--- config.mk ---
export PLATFORM = sky130hd
export DESIGN_NAME = control_frame_stuffing_encoder_unit_flat
export DESIGN_NICKNAME = d
export VERILOG_FILES = /design/src/design/cfse_pkg.sv /design/src/design/cfse_if.sv /design/src/design/control_frame_stuffing_encoder_unit.sv /design/src/design/cfse_front.sv /design/src/design/cfse_fifo.sv /design/src/design/cfse_back.sv /design/src/flat_wrapper.sv
export SDC_FILE = /design/constraint.sdc
export NUM_CORES = 1
export LEC_CHECK = 0
export ABC_AREA = 1
export BUFFER_PORTS_ARGS = -buffer_cell sky130_fd_sc_hd__buf_2
export CORE_MARGIN = 8
export CORE_UTILIZATION = 30
export DETAILED_ROUTE_END_ITERATION = 6
export MAX_ROUTING_LAYER = met4
export PLACE_DENSITY = 0.48
export RECOVER_POWER = 50
export SLEW_MARGIN = 20
export SYNTH_ARGS = -nofsm -noshare
export SYNTH_HDL_FRONTEND = slang
export SYNTH_SLANG_ARGS = --single-unit
--- constraint.sdc ---
create_clock -name i_clk -period 5.9 [get_ports i_clk]
set_clock_uncertainty 0.1 [all_clocks]
set_input_delay 0.59 -clock i_clk [delete_from_list [all_inputs] [get_ports i_clk]]
set_output_delay 0.59 -clock i_clk [all_outputs]
set_load 0.03 [all_outputs]
--- src/design/cfse_pkg.sv ---
// Shared constants and types of the control frame stuffing encoder.
package cfse_pkg;

    localparam logic [7:0] FRAME_MARK   = 8'hFF;
    localparam logic [7:0] FRAME_START  = 8'h01;
    localparam logic [7:0] FRAME_ESCAPE = 8'h00;
    localparam logic [7:0] FRAME_END    = 8'h02;
    localparam logic [7:0] MODE_LOCKED  = 8'h80;
    localparam logic [7:0] MODE_HEAD    = 8'h40;

    localparam int PAYLOAD_LEN = 7;
    localparam int IDX_W       = $clog2(PAYLOAD_LEN);

    // One queued frame: the seven payload bytes and a flag per byte that is FF.
    typedef struct packed {
        logic [PAYLOAD_LEN-1:0][7:0] bytes;
        logic [PAYLOAD_LEN-1:0]      mark;
    } t_frame;

endpackage

--- src/design/cfse_if.sv ---
// Handshake channels of the encoder: control record in, frame word out.
interface cfse_rec_if;
    logic              valid;
    logic              ready;
    logic              locked;
    logic              head_mode;
    logic [7:0]        power;
    logic signed [7:0] left_right;
    logic signed [7:0] fore_back;
    logic signed [7:0] spin;
    logic [7:0]        trim;

    modport source (output valid, locked, head_mode, power, left_right, fore_back, spin,
                    trim, input ready);
    modport sink (input valid, locked, head_mode, power, left_right, fore_back, spin,
                  trim, output ready);
endinterface

interface cfse_byte_if;
    logic       valid;
    logic       ready;
    logic [7:0] frame_byte;
    logic       last;

    modport source (output valid, frame_byte, last, input ready);
    modport sink (input valid, frame_byte, last, output ready);
endinterface

--- src/design/control_frame_stuffing_encoder_unit.sv ---
// Top level of the control frame stuffing encoder: front end, frame queue, back end.
//
// Usage:
//   i_rec carries one control record per word (lock and head-mode flags, power,
//   three signed stick axes, trim). o_frm carries the framed bytes, one per word:
//   FF 01, the seven payload bytes (mode, power, LR, FB, SP, trim, 8-bit sum)
//   with any FF payload byte sent as FF 00, then FF 02 with last high.
//   A frame is 11 to 16 words long: the mode byte is never FF, and the sum
//   cannot be FF while all five other payload bytes are.
// An accepted record is written into the queue, then loaded into the back end's frame
//   register, from which its first byte is registered into the output register.
// Throughput: one output word per cycle while o_frm.ready is high, set by the single
//   output register; a record takes 7 + 4 + (number of FF payload bytes) words.
//   Frames follow each other without a gap: the next frame is popped from the
//   queue in the cycle that the closing 02 is loaded.
// Records are taken whenever the queue has room (QUEUE_DEPTH entries), even
//   while the back end is sending or the receiver holds off.
// Reset: empties the queue, drops any frame in flight and clears o_frm.valid.
// Stall: with o_frm.ready low the output word holds and the back end waits;
//   the front end keeps filling the queue until it is full, then drops i_rec.ready.
module control_frame_stuffing_encoder_unit #(
    parameter int QUEUE_DEPTH = 2
) (
    input  logic        i_clk,
    input  logic        i_rst_n,
    cfse_rec_if.sink    i_rec,
    cfse_byte_if.source o_frm
);

    localparam int LW = $clog2(QUEUE_DEPTH + 1);
    localparam logic [LW-1:0] LVL_FULL = LW'(QUEUE_DEPTH);

    // front end -> queue
    logic             w_push;
    logic             w_full;
    cfse_pkg::t_frame w_push_entry;

    // queue -> back end
    logic             w_pop;
    logic             w_avail;
    cfse_pkg::t_frame w_head_entry;
    logic [LW-1:0]    w_level;

    // Build payload, checksum and FF marks; push when the queue has room.
    cfse_front u_front (
        .i_rec   (i_rec),
        .i_full  (w_full),
        .o_push  (w_push),
        .o_entry (w_push_entry)
    );

    // Hold classified frames so intake and output stall independently.
    cfse_fifo #(
        .DEPTH (QUEUE_DEPTH)
    ) u_fifo (
        .i_clk   (i_clk),
        .i_rst_n (i_rst_n),
        .i_push  (w_push),
        .i_data  (w_push_entry),
        .o_full  (w_full),
        .i_pop   (w_pop),
        .o_data  (w_head_entry),
        .o_avail (w_avail),
        .o_level (w_level)
    );

    // Advance through one frame, one word per cycle while o_frm.ready is high.
    cfse_back u_back (
        .i_clk   (i_clk),
        .i_rst_n (i_rst_n),
        .i_avail (w_avail),
        .i_data  (w_head_entry),
        .o_pop   (w_pop),
        .o_frm   (o_frm)
    );

    // The queue never holds more than its depth.
    a_level_bound: assert property (@(posedge i_clk) disable iff (!i_rst_n)
        w_level <= LVL_FULL)
        else $error("frame queue level beyond depth");

    // A push never lands on a full queue.
    a_no_overflow: assert property (@(posedge i_clk) disable iff (!i_rst_n)
        w_push |-> (w_level != LVL_FULL))
        else $error("frame queue overflow");

    // The back end pops only a queue that holds a frame.
    a_no_underflow: assert property (@(posedge i_clk) disable iff (!i_rst_n)
        w_pop |-> (w_level != '0))
        else $error("frame queue underflow");

    // A record taken into an empty queue shows up as a level of one next cycle.
    a_push_visible: assert property (@(posedge i_clk) disable iff (!i_rst_n)
        (w_push && !w_pop && w_level == '0) |=> (w_level == LW'(1)))
        else $error("pushed frame not counted");

endmodule

--- src/design/cfse_front.sv ---
// Front end: accept a control record, build the payload and checksum, mark FF bytes.
module cfse_front (
    cfse_rec_if.sink         i_rec,
    input  logic             i_full,
    output logic             o_push,
    output cfse_pkg::t_frame o_entry
);

    logic [7:0] w_mode;
    logic [7:0] w_sum;

    assign w_mode = (i_rec.locked ? cfse_pkg::MODE_LOCKED : 8'h00) |
                    (i_rec.head_mode ? cfse_pkg::MODE_HEAD : 8'h00);

    // Checksum wraps at 256.
    assign w_sum = 8'(w_mode + i_rec.power + $unsigned(i_rec.left_right)
                      + $unsigned(i_rec.fore_back) + $unsigned(i_rec.spin) + i_rec.trim);

    always_comb begin
        o_entry.bytes[0] = w_mode;
        o_entry.bytes[1] = i_rec.power;
        o_entry.bytes[2] = $unsigned(i_rec.left_right);
        o_entry.bytes[3] = $unsigned(i_rec.fore_back);
        o_entry.bytes[4] = $unsigned(i_rec.spin);
        o_entry.bytes[5] = i_rec.trim;
        o_entry.bytes[6] = w_sum;
        for (int k = 0; k < cfse_pkg::PAYLOAD_LEN; k++) begin
            o_entry.mark[k] = (o_entry.bytes[k] == cfse_pkg::FRAME_MARK);
        end
    end

    assign i_rec.ready = !i_full;
    assign o_push      = i_rec.valid && !i_full;

endmodule

--- src/design/cfse_fifo.sv ---
// Short queue of classified frames between front and back end.
module cfse_fifo #(
    parameter int DEPTH = 2
) (
    input  logic                       i_clk,
    input  logic                       i_rst_n,
    input  logic                       i_push,
    input  cfse_pkg::t_frame           i_data,
    output logic                       o_full,
    input  logic                       i_pop,
    output cfse_pkg::t_frame           o_data,
    output logic                       o_avail,
    output logic [$clog2(DEPTH+1)-1:0] o_level
);

    localparam int AW = (DEPTH > 1) ? $clog2(DEPTH) : 1;
    localparam int LW = $clog2(DEPTH + 1);
    localparam logic [AW-1:0] PTR_LAST = AW'(DEPTH - 1);
    localparam logic [LW-1:0] LVL_FULL = LW'(DEPTH);

    cfse_pkg::t_frame r_mem [DEPTH];
    logic [AW-1:0] r_wr_ptr, n_wr_ptr;
    logic [AW-1:0] r_rd_ptr, n_rd_ptr;
    logic [LW-1:0] r_level,  n_level;

    always_comb begin
        n_wr_ptr = r_wr_ptr;
        n_rd_ptr = r_rd_ptr;
        n_level  = r_level;
        if (i_push) begin
            n_wr_ptr = (r_wr_ptr == PTR_LAST) ? '0 : AW'(r_wr_ptr + 1'b1);
        end
        if (i_pop) begin
            n_rd_ptr = (r_rd_ptr == PTR_LAST) ? '0 : AW'(r_rd_ptr + 1'b1);
        end
        if (i_push && !i_pop) begin
            n_level = LW'(r_level + 1'b1);
        end else if (!i_push && i_pop) begin
            n_level = LW'(r_level - 1'b1);
        end
    end

    always_ff @(posedge i_clk) begin
        if (!i_rst_n) begin
            r_wr_ptr <= '0;
            r_rd_ptr <= '0;
            r_level  <= '0;
        end else begin
            r_wr_ptr <= n_wr_ptr;
            r_rd_ptr <= n_rd_ptr;
            r_level  <= n_level;
        end
    end

    always_ff @(posedge i_clk) begin
        if (i_push) begin
            r_mem[r_wr_ptr] <= i_data;
        end
    end

    assign o_data  = r_mem[r_rd_ptr];
    assign o_full  = (r_level == LVL_FULL);
    assign o_avail = (r_level != '0);
    assign o_level = r_level;

endmodule

--- src/design/cfse_back.sv ---
// Back end: walk one frame and send it a word per cycle, while the receiver is ready, through an output register.
module cfse_back (
    input  logic             i_clk,
    input  logic             i_rst_n,
    input  logic             i_avail,
    input  cfse_pkg::t_frame i_data,
    output logic             o_pop,
    cfse_byte_if.source      o_frm
);

    localparam logic [2:0] ST_HEAD_MARK  = 3'd0;
    localparam logic [2:0] ST_HEAD_START = 3'd1;
    localparam logic [2:0] ST_BODY       = 3'd2;
    localparam logic [2:0] ST_TAIL_MARK  = 3'd3;
    localparam logic [2:0] ST_TAIL_END   = 3'd4;

    localparam logic [cfse_pkg::IDX_W-1:0] IDX_LAST = cfse_pkg::IDX_W'(cfse_pkg::PAYLOAD_LEN - 1);

    logic [2:0]                 r_state, n_state;
    logic                       r_busy,  n_busy;
    logic [cfse_pkg::IDX_W-1:0] r_idx,   n_idx;
    logic                       r_esc,   n_esc;
    cfse_pkg::t_frame           r_frame, n_frame;
    logic                       r_out_valid, n_out_valid;
    logic [7:0]                 r_out_byte,  n_out_byte;
    logic                       r_out_last,  n_out_last;

    logic w_emit;
    logic w_done;
    logic w_load;

    assign w_emit = r_busy && (!r_out_valid || o_frm.ready);
    assign w_done = w_emit && (r_state == ST_TAIL_END);
    assign w_load = i_avail && (!r_busy || w_done);

    always_comb begin
        n_state     = r_state;
        n_busy      = r_busy;
        n_idx       = r_idx;
        n_esc       = r_esc;
        n_frame     = r_frame;
        n_out_valid = r_out_valid && !o_frm.ready;
        n_out_byte  = r_out_byte;
        n_out_last  = r_out_last;

        if (w_emit) begin
            n_out_valid = 1'b1;
            n_out_last  = 1'b0;
            unique case (r_state)
                ST_HEAD_MARK: begin
                    n_out_byte = cfse_pkg::FRAME_MARK;
                    n_state    = ST_HEAD_START;
                end
                ST_HEAD_START: begin
                    n_out_byte = cfse_pkg::FRAME_START;
                    n_state    = ST_BODY;
                    n_idx      = '0;
                    n_esc      = 1'b0;
                end
                ST_BODY: begin
                    if (r_esc) begin
                        n_out_byte = cfse_pkg::FRAME_ESCAPE;
                        n_esc      = 1'b0;
                    end else if (r_frame.mark[r_idx]) begin
                        n_out_byte = cfse_pkg::FRAME_MARK;
                        n_esc      = 1'b1;
                    end else begin
                        n_out_byte = r_frame.bytes[r_idx];
                    end
                    // advance once the byte (and its escape, if any) is out
                    if (r_esc || !r_frame.mark[r_idx]) begin
                        if (r_idx == IDX_LAST) begin
                            n_state = ST_TAIL_MARK;
                        end else begin
                            n_idx = cfse_pkg::IDX_W'(r_idx + 1'b1);
                        end
                    end
                end
                ST_TAIL_MARK: begin
                    n_out_byte = cfse_pkg::FRAME_MARK;
                    n_state    = ST_TAIL_END;
                end
                ST_TAIL_END: begin
                    n_out_byte = cfse_pkg::FRAME_END;
                    n_out_last = 1'b1;
                    n_busy     = 1'b0;
                end
                default: begin
                    n_state = ST_HEAD_MARK;
                    n_busy  = 1'b0;
                end
            endcase
        end

        if (w_load) begin
            n_busy  = 1'b1;
            n_frame = i_data;
            n_state = ST_HEAD_MARK;
        end
    end

    always_ff @(posedge i_clk) begin
        if (!i_rst_n) begin
            r_state     <= ST_HEAD_MARK;
            r_busy      <= 1'b0;
            r_idx       <= '0;
            r_esc       <= 1'b0;
            r_out_valid <= 1'b0;
        end else begin
            r_state     <= n_state;
            r_busy      <= n_busy;
            r_idx       <= n_idx;
            r_esc       <= n_esc;
            r_out_valid <= n_out_valid;
        end
    end

    always_ff @(posedge i_clk) begin
        r_frame    <= n_frame;
        r_out_byte <= n_out_byte;
        r_out_last <= n_out_last;
    end

    assign o_pop            = w_load;
    assign o_frm.valid      = r_out_valid;
    assign o_frm.frame_byte = r_out_byte;
    assign o_frm.last       = r_out_last;

endmodule

--- src/flat_wrapper.sv ---
// flat-port wrapper written by rule: the top's interface ports become plain ports
module control_frame_stuffing_encoder_unit_flat 
#(
    parameter int QUEUE_DEPTH = 2
)
  (i_clk, i_rst_n, i_rec_valid, i_rec_locked, i_rec_head_mode, i_rec_power, i_rec_left_right, i_rec_fore_back, i_rec_spin, i_rec_trim, i_rec_ready, o_frm_valid, o_frm_frame_byte, o_frm_last, o_frm_ready);
  cfse_rec_if i_rec_i ();
  cfse_byte_if o_frm_i ();
  input  logic i_clk;
  input  logic i_rst_n;
  input wire logic [$bits(i_rec_i.valid)-1:0] i_rec_valid;
  input wire logic [$bits(i_rec_i.locked)-1:0] i_rec_locked;
  input wire logic [$bits(i_rec_i.head_mode)-1:0] i_rec_head_mode;
  input wire logic [$bits(i_rec_i.power)-1:0] i_rec_power;
  input wire logic [$bits(i_rec_i.left_right)-1:0] i_rec_left_right;
  input wire logic [$bits(i_rec_i.fore_back)-1:0] i_rec_fore_back;
  input wire logic [$bits(i_rec_i.spin)-1:0] i_rec_spin;
  input wire logic [$bits(i_rec_i.trim)-1:0] i_rec_trim;
  output wire logic [$bits(i_rec_i.ready)-1:0] i_rec_ready;
  output wire logic [$bits(o_frm_i.valid)-1:0] o_frm_valid;
  output wire logic [$bits(o_frm_i.frame_byte)-1:0] o_frm_frame_byte;
  output wire logic [$bits(o_frm_i.last)-1:0] o_frm_last;
  input wire logic [$bits(o_frm_i.ready)-1:0] o_frm_ready;
  assign i_rec_i.valid = i_rec_valid;
  assign i_rec_i.locked = i_rec_locked;
  assign i_rec_i.head_mode = i_rec_head_mode;
  assign i_rec_i.power = i_rec_power;
  assign i_rec_i.left_right = i_rec_left_right;
  assign i_rec_i.fore_back = i_rec_fore_back;
  assign i_rec_i.spin = i_rec_spin;
  assign i_rec_i.trim = i_rec_trim;
  assign i_rec_ready = i_rec_i.ready;
  assign o_frm_valid = o_frm_i.valid;
  assign o_frm_frame_byte = o_frm_i.frame_byte;
  assign o_frm_last = o_frm_i.last;
  assign o_frm_i.ready = o_frm_ready;
  control_frame_stuffing_encoder_unit #(.QUEUE_DEPTH(QUEUE_DEPTH)) u_core (.i_clk(i_clk), .i_rst_n(i_rst_n), .i_rec(i_rec_i), .o_frm(o_frm_i));
endmodule
# After elaboration in Yosys (flattened, before gate mapping)
# Memory sizes are Yosys's and may differ from the RTL's. A register that Yosys moved wholly into a read port is not among the register bits.
# Cells that the tools add are included.
# totals
regBits,22
ram_bits,126
wordCells,102
n_memories,1
# mem_list
memory,depth,width,rd,rd_ports_with_merged_regs,write_ports,line,source
u_core.u_fifo.r_mem,2,63,1,1,1,cfse_fifo.sv:21,cfse_pkg::t_frame r_mem [DEPTH];
# classes
n_addsub,10
magnitude_cmp,1
n_eq_ne,17
mux,29
bitwise_logic,3
reduce_logical,31
# op_table
cell,n
$eq 8x8->1 const B,7
$add 8x8->8,5
$mux 8,4
$pmux 8 s4,1
$bmux 8 s3,1
$pmux 3 s5,1
$mux 1,12
$mux 3,4
$or 8x7->8,1
$reduce_and 4->1,2
$reduce_bool 2->1,4
$logic_and 1x1->1,7
$logic_not 1->1,7
$mux 7,1
$eq 3x2->1 const B,2
$eq 3x3->1 const B,2
$ne 2x2->1 const B,3
$pmux 3 s2,1
$reduce_and 2->1,3
$lt 3x4->1 const B,1
$mux 2,2
$reduce_bool 4->1,1
$reduce_or 2->1,2
$reduce_or 4->1,1
other kinds (12),16

# Logic depth before layout (Yosys ltp)
# depth
ltp_word,9
mapped_depth,18
mapped_depth_nobuf,18

# Hierarchy
# A second synthesis with hierarchy kept.
# unflattened
hier_cells,765
area_unflattened_um2,10057.1
# by_module_without_submodules
mod,instances,cells_per_inst,area_each_um2,seq_area_each_um2
cfse_fifo,1,231,5077.4,3883.7
cfse_back,1,299,3370.7,2342.2
cfse_front,1,235,1609.0,0.0

# Worst setup path after synthesis
# No wires, ideal clock.
# synth_timing
path_kind,in2reg
startpoint,input o_frm_ready
endpoint,register u_core.u_fifo.r_level[1] (netlist: u_core.u_fifo.o_level[1])
setup_ns,0.122
arrival_ns,4.317
t_required_ns,5.678
slack_ns,1.361
cell_stages,10
n_path_buf,0
cell_sequence,inv_1 nand2_1 a21oi_1 nor2_1 inv_1 ha_1 a21oi_1 o21ai_0 o21ai_0 a21oi_1
# synth_between
elab_chain_len,8
# synth_rtl
element,line,source
start: declaration,flat_wrapper.sv:23,input wire logic [$bits(o_frm_i.ready)-1:0] o_frm_ready;
$logic_or 1x1->1 *,cfse_back.sv:32,assign w_emit = r_busy && (!r_out_valid || o_frm.ready);
$logic_and 1x1->1 *,cfse_back.sv:32,
$logic_and 1x1->1 *,cfse_back.sv:33,assign w_done = w_emit && (r_state == ST_TAIL_END);
$logic_or 1x1->1 *,cfse_back.sv:34,assign w_load = i_avail && (!r_busy || w_done);
$logic_and 1x1->1 *,cfse_back.sv:34,
$logic_not 1->1,cfse_fifo.sv:36,if (i_push && !i_pop) begin
$logic_and 1x1->1,cfse_fifo.sv:36,
$mux 2 or $reduce_bool 2->1 (tied branches),--,
end signal: assignment,cfse_fifo.sv:51,r_level <= n_level;
end: declaration,cfse_fifo.sv:24,"logic [LW-1:0] r_level, n_level;"
# Every way passes the cells marked *; elsewhere a longest branch is shown, timed or not.
# A chain may end at the register's enable or synchronous reset.

==> impl_metrics.ini <==
[routing]
drc = 0
via_per_inst = 4.30
routed_wl_mm = 19.5
first_pass_iters = 5
drt_iter0_drc = 320
vias = 5133
antenna_left = 0
wl_per_cell_um = 16.3

[clocking]
ctsHoldBuffers = 0
clock-sinks = 190
cts_buffers = 17
cts_resized = 0
clk_path_buf_depth = 2
h-tree-depth = 4
post_cts_buffers = 0
cts_root_buffer = clkbuf_16
clk_pin_slew_ps = 90
clk_latency_ps = 440
cts_tree = yes

[floorplanning]
num_rows = 61
die_h_um = 184
start_util = 0.305
die_area_um2 = 33900
core_um2 = 27800
die_w_um = 184
io_pins = 57

[setup_path]
critPathMaxStageDelay_ps = 570
startpoint_type = primary input
slowest_stage = fa_1
critical_path.most_common_cell = fa_1
crit_family = adder cells
path_class = primary input to flop
crit_required_ps = 6070
arrival_ps = 3830
endpoint_kind = flop
cp_max_fo = 4
path_cells = clkbuf_1 > fa_1 > inv_1 > fa_1 > inv_1 > fa_1 > ha_1 > inv_1 > fa_1 > o221ai_1 > xor2_1 > nand2_1 > nor2_1
crit_buf_inv = 4

[sta]
worst_pin_slew_ps = 2460
setup_tns_ps = 0
holdWs_ps = 321
post-route-min-period_ps = 3660
fmax_ghz = 0.273
finalMaxSlewViolations = 28
setup-violations-final = 0
relSlewSlack = -0.643
finalHoldViolCount = 0
rsz0062_at_grt = false
fin_crit_sh = 0.620

[finish]
n_fill_cell = 2849
antenna_cells = 0
final_nets = 886
drive_above_1_share = 0.0649
fin_util = 0.350
syn_to_final_growth_pct = 14.5

[synth]
synth_edf_count = 177
synth-seq-cells = 190
yosys_warnings = 0
ys_async_sr_fraction = 0
yosysSeqAreaShare = 0.657
avgSynthCellArea_um2 = 11.4
synth-main-ff-cell = edfxtp_1
synth_cells = 746
syn_area_um2 = 8480
synth_nets = 828
ys_types = 31

[global_routing]
grt_pass1_vias = 5198
grt_pass1_wl_mm = 29.9
grt_max_degree = 61
overflow = 0
grtUsageTotal = 0.122
antenna_found_initial = 0

[placement]
dp_hpwl_mm = 13.0
port_buffers = 56
gp_congestion = 0.733

[status]
status = finished with violations
violations = max-capacitance violations, max-slew violations

[pwr]
peakVddDrop_v = 0.000212
powerDensity_nw_per_um2 = 461
p_leak_uw = 0.00383
power_uw = 4480

[hold_path]
hold_class = primary input to flop

[run]
cap_viol_max_count = 1
path summary, 6_finish.rpt:
check                                                      startpoint                                     to  slack, ps  depth (start not counted)
worst max register to register  u_core.u_fifo.o_level[0]$_SDFFE_PN0P_   u_core.u_fifo.r_mem[1][23]$_DFFE_PP_       2240                          5
worst min register to register  u_core.u_fifo.o_level[1]$_SDFFE_PN0P_  u_core.u_fifo.o_level[1]$_SDFFE_PN0P_        380                          2
worst max-delay path                                    i_rec_trim[2]    u_core.u_fifo.r_mem[0][6]$_DFFE_PP_       2240                         13
worst min-delay path                               i_rec_fore_back[5]   u_core.u_fifo.r_mem[1][36]$_DFFE_PP_        320                          1
where the power goes:
group          internal [µW]  switching [µW]  leakage [µW]
clock network            579             586      0.000293
registers               2010             107       0.00177
logic                    320             877       0.00177
total                   2910            1570       0.00383
worst reg2reg max path, stage by stage (launching register included):
cell and delay (ps):
dfxtp_1 380, inv_1 80, nand2_1 80, nand2_1 130, nor2_1 1820, buf_4 680
cell usage after synthesis (5+ instances only):
cell      count  area share
a21oi_1      14      0.0083
a31oi_1       7      0.0052
buf_2        12      0.0071
clkbuf_1      8      0.0035
dfxtp_1      13       0.031
edfxtp_1    177        0.63
fa_1         21       0.050
ha_1         15       0.022
inv_1        93       0.041
nand2_1     239        0.11
nand3_1      22       0.013
nand4_1      15       0.011
nor2_1       48       0.021
o211ai_1      6      0.0053
o21ai_0      25       0.015
xnor2_1       5      0.0052
xor2_1        5      0.0052
state kept, by name (all words and copies together), names as in the netlist:
register                        cells
u_core.u_back.r_esc                 1
u_core.u_back.r_idx                 3
u_core.u_back.r_frame              56
u_core.u_back.o_frm.valid           1
u_core.u_fifo.o_level               2
u_core.u_back.r_state               3
u_core.u_back.o_frm.last            1
u_core.u_back.r_busy                1
u_core.u_fifo.r_rd_ptr              1
u_core.u_fifo.r_mem               112
u_core.u_back.o_frm.frame_byte      8
u_core.u_fifo.r_wr_ptr              1
cells by family (layout without fill, tap and decap cells):
family,count (synthesis),count (layout),synth area share
simple gates,331,331,0.161
compound gates,61,61,0.0437
fa+ha+maj,36,36,0.0717
flops,190,190,0.657
buf+inv,118,189,0.0563
xor+xnor,10,10,0.0103
metal layers:
metal | track usage | vias to the layer above | wire length [µm]
met2 | 0.195 | 104 | 9600
met5 | - | - | 0
met4 | 0.0265 | 0 | 101
met3 | 0.0234 | 4 | 707
li1 | - | 2593 | -
met1 | 0.159 | 2432 | 9120
metrics by stage:
stage | instances | setup slack [ps] | instance area (µm²)
global route | 1195 | 1950 | 9720
floorplan | 746 | 1360 | 8480
finish | 1195 | 2240 | 9720
global placement | 1163 | 1920 | 9190
CTS | 1195 | 2290 | 9800
detailed placement | 1163 | 1870 | 9190
cell usage in the layout, fill, tap and decap left out, types with 3 or more instances in the layout:
| cell type | instances |
|---|---|
| inv_1 | 93 |
| buf_2 | 3 |
| inv_6 | 3 |
| ha_1 | 15 |
| nand3_1 | 22 |
| clkbuf_16 | 17 |
| nor2_1 | 46 |
| xor2_1 | 5 |
| o221ai_1 | 4 |
| fa_1 | 21 |
| clkbuf_1 | 53 |
| xnor2_1 | 5 |
| o21ai_0 | 25 |
| a21oi_1 | 15 |
| buf_4 | 7 |
| o211ai_1 | 6 |
| a31oi_1 | 7 |
| edfxtp_1 | 177 |
| clkinv_8 | 6 |
| nand2_1 | 239 |
| dfxtp_1 | 13 |
| nand4_1 | 15 |
| nor2_4 | 3 |
final cells by class:
class / instances / area, µm² / area share
Tap cell: 378 / 473 / 0.0487
Inverter: 94 / 353 / 0.0363
Clock buffer: 17 / 425 / 0.0438
Timing Repair Buffer: 63 / 267 / 0.0274
Multi-Input combinational cell: 438 / 2430 / 0.251
Sequential cell: 190 / 5580 / 0.574
Clock inverter: 15 / 189 / 0.0194
Power figures use the tool's default switching activity.
